`config.mk`:
```
export PLATFORM = sky130hd
export DESIGN_NAME = fcp_ctrl
export DESIGN_NICKNAME = d
export VERILOG_FILES = /design/src/hw/rtl/fcp_pkg.sv /design/src/hw/rtl/fcp_ctrl.sv
export VERILOG_INCLUDE_DIRS = /design/src /design/src/hw/rtl
export SDC_FILE = /design/constraint.sdc
export NUM_CORES = 1
export LEC_CHECK = 0
export BUFFER_PORTS_ARGS = -buffer_cell sky130_fd_sc_hd__buf_2
export CORE_MARGIN = 4
export CORE_UTILIZATION = 45
export CTS_BUF_LIST = sky130_fd_sc_hd__clkbuf_4
export DETAILED_ROUTE_END_ITERATION = 12
export PLACE_DENSITY = 0.76
export SLEW_MARGIN = 10
export SYNTH_ARGS = -nofsm -noshare
export SYNTH_HDL_FRONTEND = slang
export SYNTH_SLANG_ARGS = --single-unit
```
`constraint.sdc`:
```
create_clock -name clock -period 2.1 [get_ports clock]
set_input_delay 0.525 -clock clock [delete_from_list [all_inputs] [get_ports clock]]
set_output_delay 0.525 -clock clock [all_outputs]
set_load 0.01 [all_outputs]
```
`src/hw/rtl/fixed_chunk_free_list_pool_core_defines.svh`:
```
// Assertion macros shared by the chunk pool RTL.
// Included by the controller and datapath; no other dependencies.
`ifndef FIXED_CHUNK_FREE_LIST_POOL_CORE_DEFINES_SVH
`define FIXED_CHUNK_FREE_LIST_POOL_CORE_DEFINES_SVH

// Same-cycle implication, disabled during reset.
`define FCP_ASSERT_IMPLIES(lbl, clk, rst, ante, cons) \
   lbl: assert property (@(posedge clk) disable iff (rst) (ante) |-> (cons)) \
      else $error("fcp assertion failed");

// Next-cycle implication, disabled during reset.
`define FCP_ASSERT_NEXT(lbl, clk, rst, ante, cons) \
   lbl: assert property (@(posedge clk) disable iff (rst) (ante) |=> (cons)) \
      else $error("fcp assertion failed");

`endif

```
`src/hw/rtl/fcp_pkg.sv`:
```
// Package for the fixed chunk pool: widths, status and register codes,
// and the command and status structs between controller and datapath. No dependencies.
`timescale 1ns / 1ps
`default_nettype none

package fcp_pkg;

   localparam int MAX_CHUNKS = 1024;
   localparam int IDX_W      = $clog2(MAX_CHUNKS);
   localparam int LINK_W     = IDX_W + 1;
   localparam int CNT_W      = LINK_W;
   localparam int ADDR_W     = 32;
   localparam int CB_W       = 17;
   localparam int CB_MAX     = 65536;
   localparam int CB_RESET   = 64;
   localparam int PROD_W     = IDX_W + CB_W;
   localparam int REGION_W   = CNT_W + CB_W;
   localparam int CMP_W      = (ADDR_W > REGION_W) ? ADDR_W : REGION_W;
   localparam int DIVC_W     = $clog2(REGION_W);
   localparam int STAT_W     = 3;
   localparam int PADDR_W    = 4;
   localparam int PDATA_W    = 32;
   localparam int RSP_FW     = ADDR_W + IDX_W + STAT_W + 2 * CNT_W;
   localparam int RSP_W      = ((RSP_FW + 7) / 8) * 8;
   localparam int REQ_W      = ((ADDR_W + 7) / 8) * 8;

   localparam logic [LINK_W-1:0] LINK_NONE = LINK_W'(MAX_CHUNKS);

   localparam logic [PADDR_W-3:0] REG_BASE  = 2'd0;
   localparam logic [PADDR_W-3:0] REG_CHUNK = 2'd1;
   localparam logic [PADDR_W-3:0] REG_COUNT = 2'd2;

   typedef enum logic [STAT_W-1:0] {
      STAT_OK       = 3'd0,
      STAT_EMPTY    = 3'd1,
      STAT_NULL     = 3'd2,
      STAT_RANGE    = 3'd3,
      STAT_MISALIGN = 3'd4
   } status_type;

   typedef struct packed {
      logic [ADDR_W-1:0] base;
      logic [CB_W-1:0]   cbytes;
      logic [CNT_W-1:0]  chunks;
   } cfg_type;

   typedef struct packed {
      logic clr_init;
      logic clr_step;
      logic load;
      logic alloc_empty;
      logic alloc_rd;
      logic alloc_commit;
      logic free_check;
      logic set_range;
      logic div_init;
      logic div_step;
      logic set_misalign;
      logic free_commit;
      logic out_load;
   } cmd_type;

   typedef struct packed {
      logic clr_last;
      logic head_none;
      logic chk_fail;
      logic range_bad;
      logic div_last;
      logic rem_nz;
      logic out_busy;
   } sts_type;

endpackage

`default_nettype wire

```
`src/hw/rtl/fcp_ctrl.sv`:
```
// Controller state machine of the chunk pool: sequences clearing, allocate and
// free requests and issues datapath commands. Depends on fcp_pkg and the macro header.
`timescale 1ns / 1ps
`default_nettype none
`include "fixed_chunk_free_list_pool_core_defines.svh"

module fcp_ctrl (
   input  wire logic              clock,
   input  wire logic              reset,
   input  wire logic              cfg_wr,
   input  wire logic              req_tvalid,
   input  wire logic              req_action,
   input  wire fcp_pkg::sts_type  sts,
   output logic                   req_tready,
   output fcp_pkg::cmd_type       cmd
);

   typedef enum logic [8:0] {
      ST_CLEAR      = 9'b000000001,
      ST_IDLE       = 9'b000000010,
      ST_ALLOC_RD   = 9'b000000100,
      ST_ALLOC_WB   = 9'b000001000,
      ST_FREE_CHK   = 9'b000010000,
      ST_FREE_RANGE = 9'b000100000,
      ST_FREE_DIV   = 9'b001000000,
      ST_FREE_PUSH  = 9'b010000000,
      ST_DONE       = 9'b100000000
   } state_type;

   state_type state_ff, state_in;

   assign req_tready = state_ff == ST_IDLE;

   always_comb begin
      state_in = state_ff;
      cmd      = '0;
      case (state_ff)
         ST_CLEAR: begin
            cmd.clr_step = 1'b1;
            if (sts.clr_last) begin
               state_in = ST_IDLE;
            end
         end
         ST_IDLE: begin
            if (req_tvalid) begin
               cmd.load = 1'b1;
               state_in = req_action ? ST_FREE_CHK : ST_ALLOC_RD;
            end
         end
         ST_ALLOC_RD: begin
            if (sts.head_none) begin
               cmd.alloc_empty = 1'b1;
               state_in        = ST_DONE;
            end else begin
               cmd.alloc_rd = 1'b1;
               state_in     = ST_ALLOC_WB;
            end
         end
         ST_ALLOC_WB: begin
            cmd.alloc_commit = 1'b1;
            state_in         = ST_DONE;
         end
         ST_FREE_CHK: begin
            cmd.free_check = 1'b1;
            state_in       = ST_FREE_RANGE;
         end
         ST_FREE_RANGE: begin
            if (sts.chk_fail) begin
               state_in = ST_DONE;
            end else if (sts.range_bad) begin
               cmd.set_range = 1'b1;
               state_in      = ST_DONE;
            end else begin
               cmd.div_init = 1'b1;
               state_in     = ST_FREE_DIV;
            end
         end
         ST_FREE_DIV: begin
            cmd.div_step = 1'b1;
            if (sts.div_last) begin
               state_in = ST_FREE_PUSH;
            end
         end
         ST_FREE_PUSH: begin
            if (sts.rem_nz) begin
               cmd.set_misalign = 1'b1;
            end else begin
               cmd.free_commit = 1'b1;
            end
            state_in = ST_DONE;
         end
         ST_DONE: begin
            if (!sts.out_busy) begin
               cmd.out_load = 1'b1;
               state_in     = ST_IDLE;
            end
         end
         default: begin
            state_in = ST_CLEAR;
         end
      endcase
      if (cfg_wr) begin
         cmd          = '0;
         cmd.clr_init = 1'b1;
         state_in     = ST_CLEAR;
      end
   end

   always_ff @(posedge clock) begin
      if (reset) begin
         state_ff <= ST_CLEAR;
      end else begin
         state_ff <= state_in;
      end
   end

   `FCP_ASSERT_NEXT(a_cfg_write_clears, clock, reset, cfg_wr, state_ff == ST_CLEAR)

endmodule

`default_nettype wire

```
==> results.sh <==
export IMPL_mostFrequentLayoutCell="buf_2"
export IMPL_arrival_ns=1.84
export IMPL_synth_distinct_cells=35
export IMPL_route_detailed_drc=0
export IMPL_netlist_area_sq_um=721
export IMPL_dieArea_sq_um=2310
export IMPL_synth_area_leaders="dfxtp_1 (25%), nor4_1 (12%), nand2b_1 (4.3%), nor3b_1 (4.2%), nor4b_1 (3.6%)"
export IMPL_drt_wl_total_um=2660
export IMPL_cp_num_buf_inv=1
export IMPL_rsz0062_at_grt="true"
export IMPL_period_share_pct=113
export IMPL_wire_per_inst_um=16.7
export IMPL_coreArea_sq_um=1510
export IMPL_grt_pass1_vias=831
export IMPL_root_buffer="clkbuf_4"
export IMPL_p_leak_nw=0.532
export IMPL_skew_ns=0.00408
export IMPL_placed_area_sq_um=930
export IMPL_setup_viol=8
export IMPL_ys_ff_latch=9
export IMPL_crit_start="state_ff[4]"
export IMPL_fin_area_sq_um=1170
export IMPL_end_kind="output pin"
export IMPL_synth_area_leader_cell="dfxtp_1"
export IMPL_finalWorstSetupSlack_ns=-0.269
export IMPL_synthCells=95
export IMPL_numPortBuffers=25
export IMPL_grt_total_usage_pct=22.0
export IMPL_syn_nets=107
export IMPL_slew_viol_final=0
export IMPL_crit_path_max_incr_delay_ns=0.54
export IMPL_p_per_area_nw_per_um2=337
export IMPL_drtIter0Drc=34
export IMPL_clk_pin_slew_ns=0.06
export IMPL_synth_edff_count=0
export IMPL_path_cells="or4_4 > or3_4 > nor3b_4 > buf_2"
export IMPL_place_inst=141
export IMPL_fmax_ghz=0.422
export IMPL_startpoint_type="register"
export IMPL_gr_total_overflow=0
export IMPL_firstDrtPassIters=4
export IMPL_fp_dieW_um=48.0
export IMPL_async_reset_ff_share_pct=0
export IMPL_antenna_found_initial=0
export IMPL_holdCritPathClass="in2reg"
export IMPL_path_class="reg2out"
export IMPL_drive_gt1_share_pct=54.5
export IMPL_yosys_warnings=0
export IMPL_htree_levels=1
export IMPL_hold_viol=0
export IMPL_areaGrowthSynthToFinish_pct=63.0
export IMPL_cap_viol_max_count=0
export IMPL_initial_core_util_pct=47.8
export IMPL_layout_common_cells="buf_2 (25), buf_4 (17), nor4_1 (11)"
export IMPL_cts_buffer_depth=2
export IMPL_critPathTopFamily="simple AND/OR/NAND/NOR gates"
export IMPL_ant_nets=0
export IMPL_fill_cells=105
export IMPL_regMostFlops="state_ff"
export IMPL_viasPerCell=6.13
export IMPL_cts_hold_buffers=0
export IMPL_place_ws_ns=0.00752
export IMPL_numCtsBuffers=3
export IMPL_cp_max_fo=2
export IMPL_largest_register_ffs=9
export IMPL_num_nets_final=156
export IMPL_r2r_start="state_ff[4]"
export IMPL_die_h_um=48.0
export IMPL_synth_main_ff_cell="dfxtp_1"
export IMPL_post_dp_hpwl_um=1520
export IMPL_worst_pin_slew_ns=0.590
export IMPL_hp_start="req_action"
export IMPL_ios=26
export IMPL_clk_latency_ns=0.26
export IMPL_status="complete, but fails checks"
export IMPL_yosys_area_top_type_share_pct=25.0
export IMPL_failed_checks="setup timing"
export IMPL_irDropWorstVdd_uv=457
export IMPL_critPathRequiredTime_ns=1.57
export IMPL_yosysSeqAreaShare_pct=25.0
export IMPL_clock_sinks=9
export IMPL_slew_headroom_pct=60.2
export IMPL_gp_congestion=0.788
export IMPL_cts_tree="yes"
export IMPL_grt_max_degree=15
export IMPL_post_route_min_period_ns=2.37
export IMPL_grt_pass1_wl_um=3520
export IMPL_instances_no_fill=159
export IMPL_syn_mean_instance_area_sq_um=7.59
export IMPL_num_rows=14
export IMPL_reg_top3="state_ff (9)"
export IMPL_cpMaxStageDelayCell="or4_4"
export IMPL_dr_total_vias=975
export IMPL_diodes=0
==> worst register-to-register path, delay by kind of cell, from the launching register on <==
family | cells | cell delay, ns
AO/OA/AOI/OAI | 2 | 0.60
buffers and inverters | 3 | 0.39
flip-flops | 1 | 0.32
AND/OR/NAND/NOR | 2 | 0.68
==> per-stage QoR <==
stage	hold WS [ns]	TNS (ns)	utilization, %	power, mW
floorplan	0.526	0	-	0.218
global placement	0.578	0	61.7	0.240
detailed placement	0.596	0	61.7	0.242
CTS	0.425	-0.943	71.1	0.394
global route	0.416	-2.56	78.0	0.422
finish	0.428	-1.08	78.0	0.396
==> repair_timing <==
action	4_1_cts	5_1_grt
pin swaps	7	5
gates resized for setup	15	13
setup buffers	7	9
cloned	0	0
setup endpoints to repair	13	13
==> synthesized netlist by cell type (2+ instances only) <==
cell and instances:
dfxtp_1 9, nor3_1 3, o211ai_1 2, nor2b_1 2, or2_2 3, nand2_1 3
nand3b_1 3, nor4b_1 3, nor4_1 14, nor3b_1 4, a21oi_1 5, clkbuf_1 4
or3b_2 2, nand2b_1 5, inv_1 4, nand3_1 2, nand4_1 3, nor2_1 5
o21ai_0 3
==> layer usage <==
metal / up-vias / GRT usage, % / wire, um
met4: 0 / 9.14 / 107
met2: 42 / 36.4 / 1370
met3: 12 / 7.89 / 167
met1: 459 / 25.4 / 1010
li1: 462 / - / -
met5: - / 0 / 0
==> power breakdown <==
group          internal, mW  switching [mW]
Clock                0.0859          0.0579
Sequential            0.173         0.00532
Combinational        0.0340          0.0399
==> kinds of logic after synthesis <==
group | after synthesis | synth area share [%]
flip-flops | 9 | 25.0
buffers and inverters | 11 | 7.29
AND/OR/NAND/NOR | 57 | 50.9
XOR/XNOR | 2 | 2.43
AO/OA/AOI/OAI | 16 | 14.4
==> worst paths after layout <==
kind | cells after the start | slack (ns) | end
min reg2reg | 2 | 0.60 | state_ff[3]
max reg2reg | 7 | 0.06 | state_ff[1]
min | 2 | 0.43 | state_ff[2]
max | 4 | -0.27 | cmd[10]
==> final cells by class <==
class                      instances  area (sq um)  share of cell area [%]
sequential                         9           184                    15.7
inverter                           4          15.0                    1.28
clock buffer                       4          30.0                    2.56
tap                               16          20.0                    1.70
multi-input combinational         75           572                    48.7
timing repair buffer              51           354                    30.1
Note: power is estimated with default switching activity, not from simulation.
