`src/hw/rtl/fixed_chunk_free_list_pool_core_defines.svh`:
```
// Assertion macros shared by the chunk pool RTL.
// Included by the controller and datapath; no other dependencies.
`ifndef FIXED_CHUNK_FREE_LIST_POOL_CORE_DEFINES_SVH
`define FIXED_CHUNK_FREE_LIST_POOL_CORE_DEFINES_SVH

// Same-cycle implication, disabled during reset.
`define FCP_ASSERT_IMPLIES(lbl, clk, rst, ante, cons) \
   lbl: assert property (@(posedge clk) disable iff (rst) (ante) |-> (cons)) \
      else $error("fcp assertion failed");

// Next-cycle implication, disabled during reset.
`define FCP_ASSERT_NEXT(lbl, clk, rst, ante, cons) \
   lbl: assert property (@(posedge clk) disable iff (rst) (ante) |=> (cons)) \
      else $error("fcp assertion failed");

`endif

```
`src/hw/rtl/fcp_pkg.sv`:
```
// Package for the fixed chunk pool: widths, status and register codes,
// and the command and status structs between controller and datapath. No dependencies.
`timescale 1ns / 1ps
`default_nettype none

package fcp_pkg;

   localparam int MAX_CHUNKS = 1024;
   localparam int IDX_W      = $clog2(MAX_CHUNKS);
   localparam int LINK_W     = IDX_W + 1;
   localparam int CNT_W      = LINK_W;
   localparam int ADDR_W     = 32;
   localparam int CB_W       = 17;
   localparam int CB_MAX     = 65536;
   localparam int CB_RESET   = 64;
   localparam int PROD_W     = IDX_W + CB_W;
   localparam int REGION_W   = CNT_W + CB_W;
   localparam int CMP_W      = (ADDR_W > REGION_W) ? ADDR_W : REGION_W;
   localparam int DIVC_W     = $clog2(REGION_W);
   localparam int STAT_W     = 3;
   localparam int PADDR_W    = 4;
   localparam int PDATA_W    = 32;
   localparam int RSP_FW     = ADDR_W + IDX_W + STAT_W + 2 * CNT_W;
   localparam int RSP_W      = ((RSP_FW + 7) / 8) * 8;
   localparam int REQ_W      = ((ADDR_W + 7) / 8) * 8;

   localparam logic [LINK_W-1:0] LINK_NONE = LINK_W'(MAX_CHUNKS);

   localparam logic [PADDR_W-3:0] REG_BASE  = 2'd0;
   localparam logic [PADDR_W-3:0] REG_CHUNK = 2'd1;
   localparam logic [PADDR_W-3:0] REG_COUNT = 2'd2;

   typedef enum logic [STAT_W-1:0] {
      STAT_OK       = 3'd0,
      STAT_EMPTY    = 3'd1,
      STAT_NULL     = 3'd2,
      STAT_RANGE    = 3'd3,
      STAT_MISALIGN = 3'd4
   } status_type;

   typedef struct packed {
      logic [ADDR_W-1:0] base;
      logic [CB_W-1:0]   cbytes;
      logic [CNT_W-1:0]  chunks;
   } cfg_type;

   typedef struct packed {
      logic clr_init;
      logic clr_step;
      logic load;
      logic alloc_empty;
      logic alloc_rd;
      logic alloc_commit;
      logic free_check;
      logic set_range;
      logic div_init;
      logic div_step;
      logic set_misalign;
      logic free_commit;
      logic out_load;
   } cmd_type;

   typedef struct packed {
      logic clr_last;
      logic head_none;
      logic chk_fail;
      logic range_bad;
      logic div_last;
      logic rem_nz;
      logic out_busy;
   } sts_type;

endpackage

`default_nettype wire

```
`src/hw/rtl/fcp_csr.sv`:
```
// Configuration registers of the chunk pool behind an APB-style port.
// Depends on fcp_pkg.
`timescale 1ns / 1ps
`default_nettype none

module fcp_csr (
   input  wire logic                          clock,
   input  wire logic                          reset,
   input  wire logic                          csr_psel,
   input  wire logic                          csr_penable,
   input  wire logic                          csr_pwrite,
   input  wire logic [fcp_pkg::PADDR_W-1:0]   csr_paddr,
   input  wire logic [fcp_pkg::PDATA_W-1:0]   csr_pwdata,
   output logic      [fcp_pkg::PDATA_W-1:0]   csr_prdata,
   output logic                               csr_pready,
   output fcp_pkg::cfg_type                   cfg,
   output logic                               cfg_wr
);

   logic [fcp_pkg::ADDR_W-1:0]  base_ff, base_in;
   logic [fcp_pkg::CB_W-1:0]    cbytes_ff, cbytes_in;
   logic [fcp_pkg::CNT_W-1:0]   chunks_ff, chunks_in;
   logic [fcp_pkg::PADDR_W-3:0] reg_idx;
   logic [fcp_pkg::CB_W-1:0]    cb_raw, cb_val;
   logic [fcp_pkg::CNT_W-1:0]   cnt_raw, cnt_val;
   logic                        wr_go;

   assign csr_pready = 1'b1;
   assign reg_idx    = csr_paddr[fcp_pkg::PADDR_W-1:2];
   assign wr_go      = csr_psel & csr_penable & csr_pwrite;
   assign cb_raw     = csr_pwdata[fcp_pkg::CB_W-1:0];
   assign cnt_raw    = csr_pwdata[fcp_pkg::CNT_W-1:0];

   always_comb begin
      if (cb_raw == '0) begin
         cb_val = fcp_pkg::CB_W'(1);
      end else if (cb_raw > fcp_pkg::CB_W'(fcp_pkg::CB_MAX)) begin
         cb_val = fcp_pkg::CB_W'(fcp_pkg::CB_MAX);
      end else begin
         cb_val = cb_raw;
      end
      if (cnt_raw == '0) begin
         cnt_val = fcp_pkg::CNT_W'(1);
      end else if (cnt_raw > fcp_pkg::CNT_W'(fcp_pkg::MAX_CHUNKS)) begin
         cnt_val = fcp_pkg::CNT_W'(fcp_pkg::MAX_CHUNKS);
      end else begin
         cnt_val = cnt_raw;
      end
   end

   always_comb begin
      base_in   = base_ff;
      cbytes_in = cbytes_ff;
      chunks_in = chunks_ff;
      cfg_wr    = 1'b0;
      if (wr_go) begin
         case (reg_idx)
            fcp_pkg::REG_BASE: begin
               base_in = csr_pwdata[fcp_pkg::ADDR_W-1:0];
               cfg_wr  = 1'b1;
            end
            fcp_pkg::REG_CHUNK: begin
               cbytes_in = cb_val;
               cfg_wr    = 1'b1;
            end
            fcp_pkg::REG_COUNT: begin
               chunks_in = cnt_val;
               cfg_wr    = 1'b1;
            end
            default: begin
               cfg_wr = 1'b0;
            end
         endcase
      end
   end

   always_ff @(posedge clock) begin
      if (reset) begin
         base_ff   <= '0;
         cbytes_ff <= fcp_pkg::CB_W'(fcp_pkg::CB_RESET);
         chunks_ff <= fcp_pkg::CNT_W'(fcp_pkg::MAX_CHUNKS);
      end else begin
         base_ff   <= base_in;
         cbytes_ff <= cbytes_in;
         chunks_ff <= chunks_in;
      end
   end

   always_comb begin
      case (reg_idx)
         fcp_pkg::REG_BASE:  csr_prdata = fcp_pkg::PDATA_W'(base_ff);
         fcp_pkg::REG_CHUNK: csr_prdata = fcp_pkg::PDATA_W'(cbytes_ff);
         fcp_pkg::REG_COUNT: csr_prdata = fcp_pkg::PDATA_W'(chunks_ff);
         default:            csr_prdata = '0;
      endcase
   end

   assign cfg.base   = base_ff;
   assign cfg.cbytes = cbytes_ff;
   assign cfg.chunks = chunks_ff;

endmodule

`default_nettype wire

```
`config.mk`:
```
export PLATFORM = sky130hd
export DESIGN_NAME = fcp_csr
export DESIGN_NICKNAME = d
export VERILOG_FILES = /design/src/hw/rtl/fixed_chunk_free_list_pool_core_defines.svh /design/src/hw/rtl/fcp_pkg.sv /design/src/hw/rtl/fcp_csr.sv
export SDC_FILE = /design/constraint.sdc
export NUM_CORES = 1
export LEC_CHECK = 0
export ABC_AREA = 1
export BUFFER_PORTS_ARGS = -buffer_cell sky130_fd_sc_hd__buf_2
export CORE_MARGIN = 4
export CORE_UTILIZATION = 25
export CTS_BUF_LIST = sky130_fd_sc_hd__clkbuf_4 sky130_fd_sc_hd__clkbuf_8
export DETAILED_ROUTE_END_ITERATION = 7
export PLACE_DENSITY = 0.51
export SYNTH_ARGS = -nofsm -noshare
export SYNTH_HDL_FRONTEND = slang
export SYNTH_SLANG_ARGS = --single-unit
export TNS_END_PERCENT = 10
```
`constraint.sdc`:
```
create_clock -name clock -period 1.5 [get_ports clock]
set_input_delay 0.225 -clock clock [delete_from_list [all_inputs] [get_ports clock]]
set_output_delay 0.225 -clock clock [all_outputs]
set_load 0.01 [all_outputs]
```
==> reports/summary.json <==
{
  "outcome": {"value": "finished clean"},
  "rsz0062_at_grt": {"value": "false"},
  "synth_largest_area_cell": {"value": "dfxtp_1"},
  "cts_tree": {"value": "built"},
  "sw_share": {"value": 25.8, "unit": "%"},
  "cellInternalPower": {"value": 2520, "unit": "uW"},
  "antenna_cells": {"value": 0},
  "start_util": {"value": 25.5, "unit": "%"},
  "maxCapViolCount": {"value": 0},
  "timing.reg2reg.worst_path_depth": {"value": 2},
  "design_area": {"value": 0.00366, "unit": "sq mm"},
  "grt_first_pass_wirelength": {"value": 13.2, "unit": "mm"},
  "drt_first_iter_violations": {"value": 130},
  "power-per-cell-area": {"value": 929, "unit": "mW/mm^2"},
  "timing.critical_path.from_type": {"value": "primary input"},
  "synthesized_flop_and_latch_total": {"value": 60},
  "power.sequential.fraction": {"value": 48.0, "unit": "%"},
  "critical_path_class": {"value": "in2out"},
  "clock_insertion_delay_worst_skew": {"value": 340, "unit": "ps"},
  "initial_antenna_violation_count": {"value": 0},
  "syn_avg_cell_area": {"value": 7.20, "unit": "sq um"},
  "ioPinCount": {"value": 135},
  "core_region_area": {"value": 0.0102, "unit": "sq mm"},
  "r2r-start": {"value": "base_ff[5]$_SDFFE_PP0P_"},
  "setup_violations": {"value": 0},
  "proportion_of_power_drawn_by_combinational_gates": {"value": 9.2, "unit": "%"},
  "number_of_buffers_added_by_the_clock_tree_synthesis_step": {"value": 9},
  "htree_levels": {"value": 3},
  "critical_path_peak_fanout": {"value": 11},
  "route.antenna.remaining_nets": {"value": 0},
  "cp.required": {"value": 1270, "unit": "ps"},
  "most_common_cell_after_layout_fill_and_taps_aside": {"value": "buf_2"},
  "share_of_the_yosys_chip_area_belonging_to_registers": {"value": 46.1, "unit": "%"},
  "synth_cell_types": {"value": 26},
  "avgRoutedWirePerCell": {"value": 13.7, "unit": "um"},
  "number_of_port_buffers": {"value": 131},
  "post_synthesis_instance_area": {"value": 0.00261, "unit": "sq mm"},
  "first_global_vias": {"value": 2548},
  "timing.final.hold_violations": {"value": 0},
  "clk_pin_slew_worst_paths": {"value": 70, "unit": "ps"},
  "dpl_cell_area": {"value": 0.00346, "unit": "sq mm"},
  "grt_max_degree": {"value": 47},
  "regToRegSetupSlack": {"value": 830, "unit": "ps"},
  "num-nets-final": {"value": 542},
  "detailedRoute.firstPassIterationCount": {"value": 5},
  "clock_power_share": {"value": 42.8, "unit": "%"},
  "hold_path_class": {"value": "in2reg"},
  "grt_util_all_layers": {"value": 14.4, "unit": "%"},
  "via_per_inst": {"value": 4.38},
  "fin_skew": {"value": 0, "unit": "ps"},
  "post-route-drc-count": {"value": 0},
  "vias": {"value": 2811},
  "clk_root_buffer_cell": {"value": "clkbuf_8"},
  "detail_route.wirelength": {"value": 8.80, "unit": "mm"},
  "chipWidth": {"value": 110, "unit": "um"},
  "synthDominantCellAreaShare": {"value": 46.1, "unit": "%"},
  "yosys-top-cells-area": {"value": "dfxtp_1 (46%), nand2_1 (14%), nor2_1 (8.6%)"},
  "syn_inst": {"value": 362},
  "placementRows": {"value": 37},
  "hold_buffers": {"value": 0},
  "ys_warn_count": {"value": 0},
  "clock_sinks": {"value": 60},
  "finalCritPeriodShare": {"value": 85.2, "unit": "%"},
  "die_h": {"value": 110, "unit": "um"},
  "total_leakage_power": {"value": 0.00179, "unit": "uW"},
  "syn-num-nets": {"value": 403},
  "hold_depth": {"value": 3},
  "min_from": {"value": "csr_pwdata[6]"},
  "most-common-layout-cells": {"value": "buf_2 (131), nand2_1 (95), nor2_1 (60), dfxtp_1 (60), a21oi_1 (42)"},
  "fin_crit": {"value": 1280, "unit": "ps"},
  "vdd_ir_drop_max": {"value": 463, "unit": "uV"},
  "timing.final.max_slew_violations": {"value": 0},
  "layout-drive-gt1-share": {"value": 34.8, "unit": "%"},
  "crit_path_end_kind": {"value": "output port"},
  "cp-startpoint": {"value": "csr_paddr[2]"},
  "areaGrowthSynthToFinish": {"value": 40.4, "unit": "%"},
  "fmax": {"value": 0.783, "unit": "GHz"},
  "cts_setup_buffers": {"value": 0},
  "globalplace.congestion": {"value": 0.757},
  "timing.rr.end": {"value": "base_ff[5]$_SDFFE_PP0P_"},
  "min_to": {"value": "cbytes_ff[6]$_SDFFE_PP1P_"},
  "remaining_overflow_grt": {"value": 0},
  "tns": {"value": 0, "unit": "ps"},
  "dp_hpwl": {"value": 6.51, "unit": "mm"},
  "cts.path.max_buffers": {"value": 2},
  "critical_path_arrival": {"value": 1050, "unit": "ps"},
  "die-area": {"value": 0.0121, "unit": "sq mm"},
  "cts_resized": {"value": 0},
  "total_switching_power": {"value": 879, "unit": "uW"}
}
## synthesized netlist by cell type
| library cell | number |
|---|---|
| nand2_1 | 95 |
| dfxtp_1 | 60 |
| nor2_1 | 60 |
| a21oi_1 | 42 |
| o21ai_0 | 25 |
| inv_1 | 19 |
| nand3_1 | 12 |
| o21ai_1 | 9 |
| clkbuf_1 | 8 |
| buf_2 | 6 |
| a22o_1 | 5 |
| a21oi_4 | 2 |
| buf_4 | 2 |
| buf_6 | 2 |
| inv_2 | 2 |
| inv_4 | 2 |
| nor2_8 | 2 |
| a21oi_2 | 1 |
| a22oi_1 | 1 |
| buf_1 | 1 |
| conb_1 | 1 |
| nand2_4 | 1 |
| nand3_4 | 1 |
| nand3b_1 | 1 |
| nor2_2 | 1 |
| nor2_4 | 1 |
## worst max-delay path by stage
stage / slack (ps) / cells after the start / endpoint
after detailed placement: 20 / 9 / cbytes_ff[3]$_SDFFE_PP0P_
after floorplan: 330 / 8 / cbytes_ff[10]$_SDFFE_PP0P_
after global routing: 120 / 8 / csr_prdata[8]
after global placement: 30 / 8 / chunks_ff[5]$_SDFFE_PP0P_
after CTS: 190 / 8 / csr_prdata[8]
final: 220 / 8 / csr_prdata[8]
## worst max-delay path, cell delays in order
cell and delay [ps]:
buf_2 140, inv_2 110, nand2_1 80, inv_1 100, buf_12 140, nand2_1 50, nand3_1 70, buf_2 130
## layer usage
| layer | wire [um] | up-vias | track usage, % |
|---|---|---|---|
| met4 | 124 | 0 | 5.36 |
| met1 | 4000 | 1262 | 19.0 |
| met5 | 0 | - | 0 |
| met2 | 4040 | 98 | 23.1 |
| li1 | - | 1439 | - |
| met3 | 630 | 12 | 3.03 |
## final cells by class
type	instances	area, sq um
repair buffers	147	788
flip-flops and latches	60	1200
multi-input cells	260	1210
clock inverters	6	65.1
clock buffers	10	131
well taps	136	170
inverters	23	91.3
fillers	1107	6570
## registers in the layout (all words and copies together) (netlist names)
| name | count |
|---|---|
| chunks_ff | 11 |
| base_ff | 32 |
| cbytes_ff | 17 |
## metrics by stage
stage	setup WS, ps	utilization [%]	hold WS [ps]	power (uW)	cells
global placement	29.3	33.9	453	1990	626
CTS	188	35.8	113	3460	642
global route	124	35.8	141	3560	642
finish	222	35.8	139	3400	642
detailed placement	19.7	33.9	457	1990	626
floorplan	335	-	328	1810	362
## logic make-up (layout without fill, tap and decap cells)
| group | count (synthesis) | count (layout) | share of synthesized area, % |
|---|---|---|---|
| and+or+nand+nor | 174 | 174 | 28.2 |
| AOI/OAI and AO/OA | 85 | 85 | 18.1 |
| buffers and inverters | 42 | 186 | 7.39 |
| DFF | 60 | 60 | 46.1 |
| other | 1 | 1 | 0.144 |
## power by group through the flow
stage	sequential (uW)	clock, uW	combinational [uW]
final	1630	1450	312
after global routing	1640	1580	348
after CTS	1630	1510	319
after detailed placement	1670	0	317
after global placement	1670	0	317
after floorplan	1680	0	132
Note: power is estimated with default switching activity, not from simulation.
